File: src/rtl/core/frg_pkg.sv
// Shared types and defaults for the fraction reducer.
// Holds the divider status struct and the sequencer state encoding.
// No dependencies.
package frg_pkg;

    localparam int VALUE_WIDTH_DEF = 32;

    typedef struct packed {
        logic busy;
        logic done;
    } frg_div_status_t;

    typedef enum logic [4:0] {
        ST_IDLE = 5'b00001,
        ST_REM  = 5'b00010,
        ST_QN   = 5'b00100,
        ST_QD   = 5'b01000,
        ST_DONE = 5'b10000
    } frg_state_t;

endpackage

File: src/rtl/core/frg_div.sv
// Bit-serial restoring divider on unsigned magnitudes, one quotient bit a cycle.
// Depends on frg_pkg for the status struct.
module frg_div import frg_pkg::*; #(
    parameter int VALUE_WIDTH = VALUE_WIDTH_DEF
) (
    input  logic                   aclk,
    input  logic                   aresetn,
    input  logic                   start,
    input  logic [VALUE_WIDTH-1:0] dividend,
    input  logic [VALUE_WIDTH-1:0] divisor,
    output frg_div_status_t        status,
    output logic [VALUE_WIDTH-1:0] quotient,
    output logic [VALUE_WIDTH-1:0] remainder
);

    localparam int CW = $clog2(VALUE_WIDTH + 1);

    logic [VALUE_WIDTH-1:0] dq_reg,  dq_next;
    logic [VALUE_WIDTH-1:0] rem_reg, rem_next;
    logic [VALUE_WIDTH-1:0] dvs_reg, dvs_next;
    logic [CW-1:0]          cnt_reg, cnt_next;
    logic                   done_reg, done_next;
    logic [VALUE_WIDTH:0]   trial;
    logic [VALUE_WIDTH:0]   diff;
    logic                   ge;

    assign trial = {rem_reg, dq_reg[VALUE_WIDTH-1]};
    assign diff  = trial - {1'b0, dvs_reg};
    assign ge    = trial >= {1'b0, dvs_reg};

    always_comb begin
        dq_next   = dq_reg;
        rem_next  = rem_reg;
        dvs_next  = dvs_reg;
        cnt_next  = cnt_reg;
        done_next = 1'b0;
        if (start && cnt_reg == '0) begin
            dq_next  = dividend;
            rem_next = '0;
            dvs_next = divisor;
            cnt_next = CW'(VALUE_WIDTH);
        end else if (cnt_reg != '0) begin
            rem_next  = ge ? diff[VALUE_WIDTH-1:0] : trial[VALUE_WIDTH-1:0];
            dq_next   = {dq_reg[VALUE_WIDTH-2:0], ge};
            cnt_next  = cnt_reg - 1'b1;
            done_next = (cnt_reg == CW'(1));
        end
    end

    always_ff @(posedge aclk) begin
        dq_reg  <= dq_next;
        rem_reg <= rem_next;
        dvs_reg <= dvs_next;
        if (!aresetn) begin
            cnt_reg  <= '0;
            done_reg <= 1'b0;
        end else begin
            cnt_reg  <= cnt_next;
            done_reg <= done_next;
        end
    end

    assign status.busy = cnt_reg != '0;
    assign status.done = done_reg;
    assign quotient    = dq_reg;
    assign remainder   = rem_reg;

`ifndef SYNTH
    a_start_idle: assert property (@(posedge aclk) disable iff (!aresetn)
        start |-> !status.busy)
        else $error("divider started while busy");
    a_start_busy: assert property (@(posedge aclk) disable iff (!aresetn)
        start |=> status.busy)
        else $error("divider did not start");
    a_done_end: assert property (@(posedge aclk) disable iff (!aresetn)
        status.done |-> !status.busy && $past(status.busy))
        else $error("divider done outside a run");
`endif

endmodule

File: src/rtl/core/fraction_reduce_gcd.sv
// Fraction reducer: Euclid remainder loop on a shared serial divider.
// Sequencer, sign handling and output register. Depends on frg_pkg, frg_div.
//
// Usage: a request on s_ carries numerator and denominator; one result on m_
// carries both quotients by the common divisor and the divisor itself.
// s_tready is high only while the sequencer is idle; one request at a time.
// Every divide runs on the single frg_div unit: first the Euclid remainder
// steps, none when an input is zero, until a remainder is zero, then one
// divide for each quotient by the common divisor; s_tready returns in the
// same cycle as m_tvalid rises.
// A finished result sits in the output register; the next request is taken
// while it waits. If the receiver stalls and a second result is ready, the
// sequencer holds it and accepts nothing until the register frees.
// Reset (aresetn low, synchronous) drops any request in flight and clears
// m_tvalid.
module fraction_reduce_gcd import frg_pkg::*; #(
    parameter int VALUE_WIDTH = VALUE_WIDTH_DEF
) (
    input  logic aclk,
    input  logic aresetn,
    input  logic s_tvalid,
    output logic s_tready,
    // numerator, denominator
    input  logic [((2*VALUE_WIDTH+7)/8)*8-1:0] s_tdata,
    output logic m_tvalid,
    input  logic m_tready,
    // reduced_numerator, reduced_denominator, common_divisor
    output logic [((3*VALUE_WIDTH+7)/8)*8-1:0] m_tdata
);

    localparam int W  = VALUE_WIDTH;
    localparam int MW = ((3*VALUE_WIDTH+7)/8)*8;

    function automatic logic [W-1:0] mag(input logic [W-1:0] x);
        mag = x[W-1] ? (~x + 1'b1) : x;
    endfunction

    function automatic logic [W-1:0] with_sign(input logic [W-1:0] m, input logic neg);
        with_sign = neg ? (~m + 1'b1) : m;
    endfunction

    frg_state_t      state_reg, state_next;
    logic            start_reg, start_next;
    logic            mval_reg,  mval_next;
    logic [W-1:0]    n_reg,  n_next;
    logic [W-1:0]    d_reg,  d_next;
    logic [W-1:0]    a_reg,  a_next;
    logic [W-1:0]    b_reg,  b_next;
    logic [W-1:0]    qn_reg, qn_next;
    logic [W-1:0]    qd_reg, qd_next;
    logic [W-1:0]    on_reg, on_next;
    logic [W-1:0]    od_reg, od_next;
    logic [W-1:0]    og_reg, og_next;
    logic [W-1:0]    in_n, in_d, k;
    logic [W-1:0]    div_a, div_b, div_q, div_r;
    frg_div_status_t div_st;
    logic            s_acc;

    assign in_n  = s_tdata[W-1:0];
    assign in_d  = s_tdata[2*W-1:W];
    assign s_acc = s_tvalid && s_tready;
    assign k     = with_sign(div_r, a_reg[W-1]);

    always_comb begin
        unique case (state_reg)
            ST_QN:   begin div_a = mag(n_reg); div_b = mag(a_reg); end
            ST_QD:   begin div_a = mag(d_reg); div_b = mag(a_reg); end
            default: begin div_a = mag(a_reg); div_b = mag(b_reg); end
        endcase
    end

    frg_div #(.VALUE_WIDTH(W)) u_div (
        .aclk      (aclk),
        .aresetn   (aresetn),
        .start     (start_reg),
        .dividend  (div_a),
        .divisor   (div_b),
        .status    (div_st),
        .quotient  (div_q),
        .remainder (div_r)
    );

    always_comb begin
        state_next = state_reg;
        start_next = 1'b0;
        mval_next  = mval_reg && !m_tready;
        n_next  = n_reg;
        d_next  = d_reg;
        a_next  = a_reg;
        b_next  = b_reg;
        qn_next = qn_reg;
        qd_next = qd_reg;
        on_next = on_reg;
        od_next = od_reg;
        og_next = og_reg;
        unique case (state_reg)
            ST_IDLE: begin
                if (s_acc) begin
                    n_next     = in_n;
                    d_next     = in_d;
                    start_next = 1'b1;
                    if (in_n == '0 || in_d == '0) begin
                        a_next     = W'(1);
                        state_next = ST_QN;
                    end else begin
                        if ($signed(in_d) > $signed(in_n)) begin
                            a_next = in_d;
                            b_next = in_n;
                        end else begin
                            a_next = in_n;
                            b_next = in_d;
                        end
                        state_next = ST_REM;
                    end
                end
            end
            ST_REM: begin
                if (div_st.done) begin
                    a_next     = b_reg;
                    b_next     = k;
                    start_next = 1'b1;
                    if (k == '0) state_next = ST_QN;
                end
            end
            ST_QN: begin
                if (div_st.done) begin
                    qn_next    = with_sign(div_q, n_reg[W-1] ^ a_reg[W-1]);
                    start_next = 1'b1;
                    state_next = ST_QD;
                end
            end
            ST_QD: begin
                if (div_st.done) begin
                    qd_next    = with_sign(div_q, d_reg[W-1] ^ a_reg[W-1]);
                    state_next = ST_DONE;
                end
            end
            ST_DONE: begin
                if (!mval_reg || m_tready) begin
                    on_next    = qn_reg;
                    od_next    = qd_reg;
                    og_next    = a_reg;
                    mval_next  = 1'b1;
                    state_next = ST_IDLE;
                end
            end
            default: state_next = ST_IDLE;
        endcase
    end

    always_ff @(posedge aclk) begin
        n_reg  <= n_next;
        d_reg  <= d_next;
        a_reg  <= a_next;
        b_reg  <= b_next;
        qn_reg <= qn_next;
        qd_reg <= qd_next;
        on_reg <= on_next;
        od_reg <= od_next;
        og_reg <= og_next;
        if (!aresetn) begin
            state_reg <= ST_IDLE;
            start_reg <= 1'b0;
            mval_reg  <= 1'b0;
        end else begin
            state_reg <= state_next;
            start_reg <= start_next;
            mval_reg  <= mval_next;
        end
    end

    assign s_tready = state_reg == ST_IDLE;
    assign m_tvalid = mval_reg;
    assign m_tdata  = MW'({og_reg, od_reg, on_reg});

`ifndef SYNTH
    a_done_in_run: assert property (@(posedge aclk) disable iff (!aresetn)
        div_st.done |-> (state_reg == ST_REM || state_reg == ST_QN || state_reg == ST_QD))
        else $error("divider result with no step waiting");
    a_gcd_nonzero: assert property (@(posedge aclk) disable iff (!aresetn)
        m_tvalid |-> og_reg != '0)
        else $error("zero common divisor");
    a_accept_busy: assert property (@(posedge aclk) disable iff (!aresetn)
        s_acc |=> state_reg != ST_IDLE && start_reg)
        else $error("request taken without starting a divide");
`endif

endmodule
File: config.mk
export PLATFORM = sky130hd
export DESIGN_NAME = fraction_reduce_gcd
export DESIGN_NICKNAME = d
export VERILOG_FILES = /design/src/rtl/core/frg_pkg.sv /design/src/rtl/core/frg_div.sv /design/src/rtl/core/fraction_reduce_gcd.sv
export SDC_FILE = /design/constraint.sdc
export NUM_CORES = 1
export LEC_CHECK = 0
export BUFFER_PORTS_ARGS = -buffer_cell sky130_fd_sc_hd__buf_2
export CORE_MARGIN = 4
export CORE_UTILIZATION = 53
export CTS_CLUSTER_SIZE = 16
export DETAILED_ROUTE_END_ITERATION = 10
export GPL_TIMING_DRIVEN = 0
export PLACE_DENSITY_LB_ADDON = 0.08
export SLEW_MARGIN = 20
export SYNTH_ARGS = -nofsm -noshare
export SYNTH_HDL_FRONTEND = slang
export SYNTH_SLANG_ARGS = --single-unit
File: constraint.sdc
create_clock -name aclk -period 7.5 [get_ports aclk]
set_clock_uncertainty 0.05 [all_clocks]
set_input_delay 0.75 -clock aclk [delete_from_list [all_inputs] [get_ports aclk]]
set_output_delay 0.75 -clock aclk [all_outputs]
set_load 0.01 [all_outputs]
==> results.toml <==
[global_routing]
grt_use_total_pct = 32.79
overflow = 0
grt_pass1_vias = 17830
grt_max_degree = 63
grt_first_pass_wirelength_mm = 114.6
antenna_found_initial = 0

[clock_tree]
cts_tree = "done"
htree_levels = 2
hold_buffers = 0
clk_latency_ns = 0.60
post_cts_buffers = 0
cts.path.max_buffers = 3
cts_resized = 0
cts_made_buffers = 43
clk_pin_slew_ns = 0.07
cts_root_buf = "clkbuf_16"
cts.sink_count = 398

[status]
outcome = "finished clean"

[sta]
worst_slack_ns = 3.152
max_freq_mhz = 230.0
period_minus_slack_ns = 4.348
finalSetupTns_ns = 0
finalHoldViolCount = 0
tightest_slew_ns = 1.091
finalMaxSlewViolations = 0
setup_viol = 0
rsz0062_at_grt = "no"
period_share_pct = 57.97
maxSlewHeadroom_pct = 25.39

[pwr]
p_leak_nw = 9.763
power_mw = 11.28
power.density_mw_per_mm2 = 430.7
ir_drop_uv = 272.6

[worst_setup_path]
start_kind = "register"
critPathKind = "register to register"
cp_max_fo = 10
r2r_cells = 11
endpoint_kind = "register"
cp.required_ns = 7.89
cp_data_arrival_time_ns = 4.74

[floorplan]
start_util_pct = 54.15
die_area_mm2 = 0.04663
ioPinCount = 166
die_h_um = 215.9
core_area_mm2 = 0.04232
die_w_um = 215.9
fp-row-count = 75

[detailed_routing]
vias_per_cell = 6.304
wirelength_mm = 78.93
ant_nets = 0
num_vias = 19220
drc = 0
first_pass_iters = 6
drtIter0Drc = 2615
wl_per_cell_um = 25.89

[logic_synthesis]
synth_fa_ha_area_share_pct = 4.073
synth_top_family_by_area = "simple AND/OR/NAND/NOR gates"
ys.warnings.count = 0
synth-compound-area-share_pct = 14.38
synth_area_per_cell_um2 = 10.34
yosys.area_share.simple_pct = 15.06
async_flop_share_pct = 0
synth.area.mux_share_pct = 3.740
ys_types = 77
synth_seq_area_share_pct = 50.14
synthXorXnorAreaFrac_pct = 8.676
synth_cells = 2216
synth_edf_count = 352
ys_ff_latch = 398
syn-num-nets = 2358
netlist_area_mm2 = 0.02292
synth_flop_cell = "edfxtp_1"

[layout]
drive_above_1_share_pct = 11.57
syn_to_final_growth_pct = 14.27
fin_nets = 2578
diodes = 0

[placed_design]
hpwl_mm = 61.87
gp_congestion = 0.9938
post-place-ws_ns = 2.872
io_buffers = 165

[worst_hold_path]
worstHoldPathType = "register to register"
hold_depth = 0

[run]
maxCapViolations = 0
[power breakdown]
| group | internal [mW] | switching, mW |
|---|---|---|
| combinational | 1.78 | 3.29 |
| sequential | 3.27 | 0.701 |
| clock | 1.31 | 0.925 |
| total | 6.36 | 4.91 |
[placed cells by master, fill, tap and decap left out, types with 39 or more instances in the layout]
| master | instances |
|---|---|
| ha_1 | 73 |
| nand2_1 | 226 |
| xnor2_1 | 105 |
| buf_2 | 169 |
| inv_1 | 104 |
| nor2_1 | 146 |
| mux2i_1 | 80 |
| a21oi_1 | 111 |
| clkbuf_1 | 114 |
| o21ai_0 | 112 |
| nor4_1 | 39 |
| xor2_1 | 122 |
| o31ai_1 | 90 |
| nand3_1 | 77 |
| clkbuf_16 | 43 |
| edfxtp_1 | 352 |
| dfxtp_1 | 46 |
[metrics by stage]
step	util (%)	area, um^2	cells	hold WS (ns)
after floorplan	-	22920	2216	0.3503
after global placement	57.80	24460	2958	0.3530
after detailed placement	58.36	24700	2968	0.3545
after CTS	61.87	26190	3048	0.3436
after global routing	61.87	26190	3048	0.3632
final	61.87	26190	3048	0.3629
[metal layers]
metal  part of all wire [%]  global-route usage (%)  vias up
met1                     43                   49.06     9203
met5                      0                       0        -
met3                     10                   5.316      170
met2                     42                   48.09     1151
met4                    4.2                   12.57        0
li1                       -                       -     8692
[worst max-delay path: stages, from the launching register on]
cell and delay [ns]:
dfxtp_1 0.43, ha_1 0.34, clkbuf_1 0.32, a21oi_1 0.13
o31ai_1 0.40, nor3_1 0.12, nor2_1 0.38, nand3_1 0.23
a31oi_1 0.75, clkbuf_1 0.59, mux2i_1 0.35, o22ai_1 0.12
[cell usage after synthesis, types with 5 or more instances]
| library cell | count | area, um^2 |
|---|---|---|
| a211oi_1 | 12 | 90.09 |
| a21boi_0 | 5 | 37.54 |
| a21o_1 | 10 | 75.07 |
| a21oi_1 | 111 | 555.5 |
| a221oi_1 | 6 | 52.55 |
| a31oi_1 | 10 | 62.56 |
| a32oi_1 | 8 | 70.07 |
| and2_1 | 7 | 43.79 |
| and3_1 | 11 | 68.82 |
| buf_1 | 11 | 41.29 |
| clkbuf_1 | 110 | 412.9 |
| dfxtp_1 | 46 | 920.9 |
| edfxtp_1 | 352 | 10570 |
| ha_1 | 73 | 913.4 |
| inv_1 | 106 | 397.9 |
| mux2_2 | 5 | 56.30 |
| mux2i_1 | 80 | 800.8 |
| nand2_1 | 226 | 848.3 |
| nand2b_1 | 15 | 93.84 |
| nand3_1 | 77 | 385.4 |
| nand3b_1 | 13 | 97.59 |
| nand4_1 | 23 | 143.9 |
| nand4b_1 | 7 | 61.31 |
| nor2_1 | 147 | 551.8 |
| nor2b_1 | 16 | 100.1 |
| nor3_1 | 32 | 160.2 |
| nor3b_1 | 8 | 60.06 |
| nor4_1 | 39 | 244.0 |
| o211ai_1 | 6 | 45.04 |
| o21a_1 | 8 | 60.06 |
| o21ai_0 | 112 | 560.5 |
| o21ai_1 | 6 | 30.03 |
| o221ai_1 | 18 | 157.7 |
| o22a_1 | 9 | 78.83 |
| o22ai_1 | 23 | 143.9 |
| o311ai_0 | 5 | 43.79 |
| o31ai_1 | 90 | 675.7 |
| o41ai_1 | 24 | 210.2 |
| or2_2 | 9 | 56.30 |
| or3_1 | 25 | 156.4 |
| or4_1 | 22 | 165.2 |
| xnor2_1 | 105 | 919.6 |
| xor2_1 | 122 | 1069 |
[layout make-up]
class                           instances  area [um^2]
Timing Repair Buffer                  175         1036
Clock inverter                         32        391.6
Multi-Input combinational cell       1584        10550
Inverter                              107        401.6
Tap cell                              577        721.9
Buffer                                127        498.0
Clock buffer                           48         1095
Fill cell                            3566        16140
Sequential cell                       398        11490
[logic make-up after synthesis]
logic type	count (synthesis)
adder cells (fa/ha/maj)	74
AO/OA/AOI/OAI	500
AND/OR/NAND/NOR	698
flip-flops	398
buffers and inverters	234
XOR/XNOR	227
multiplexers	85
[worst paths after layout]
check	start	to	slack [ns]
max	u_div.remainder[17]$_SDFFE_PP0N_	u_div.remainder[18]$_SDFFE_PP0N_	3.15
max reg2reg	u_div.remainder[17]$_SDFFE_PP0N_	u_div.remainder[18]$_SDFFE_PP0N_	3.15
min reg2reg	qd_reg[1]$_DFFE_PP_	od_reg[1]$_DFFE_PP_	0.36
min	qd_reg[1]$_DFFE_PP_	od_reg[1]$_DFFE_PP_	0.36
Power figures use the tool's default switching activity.
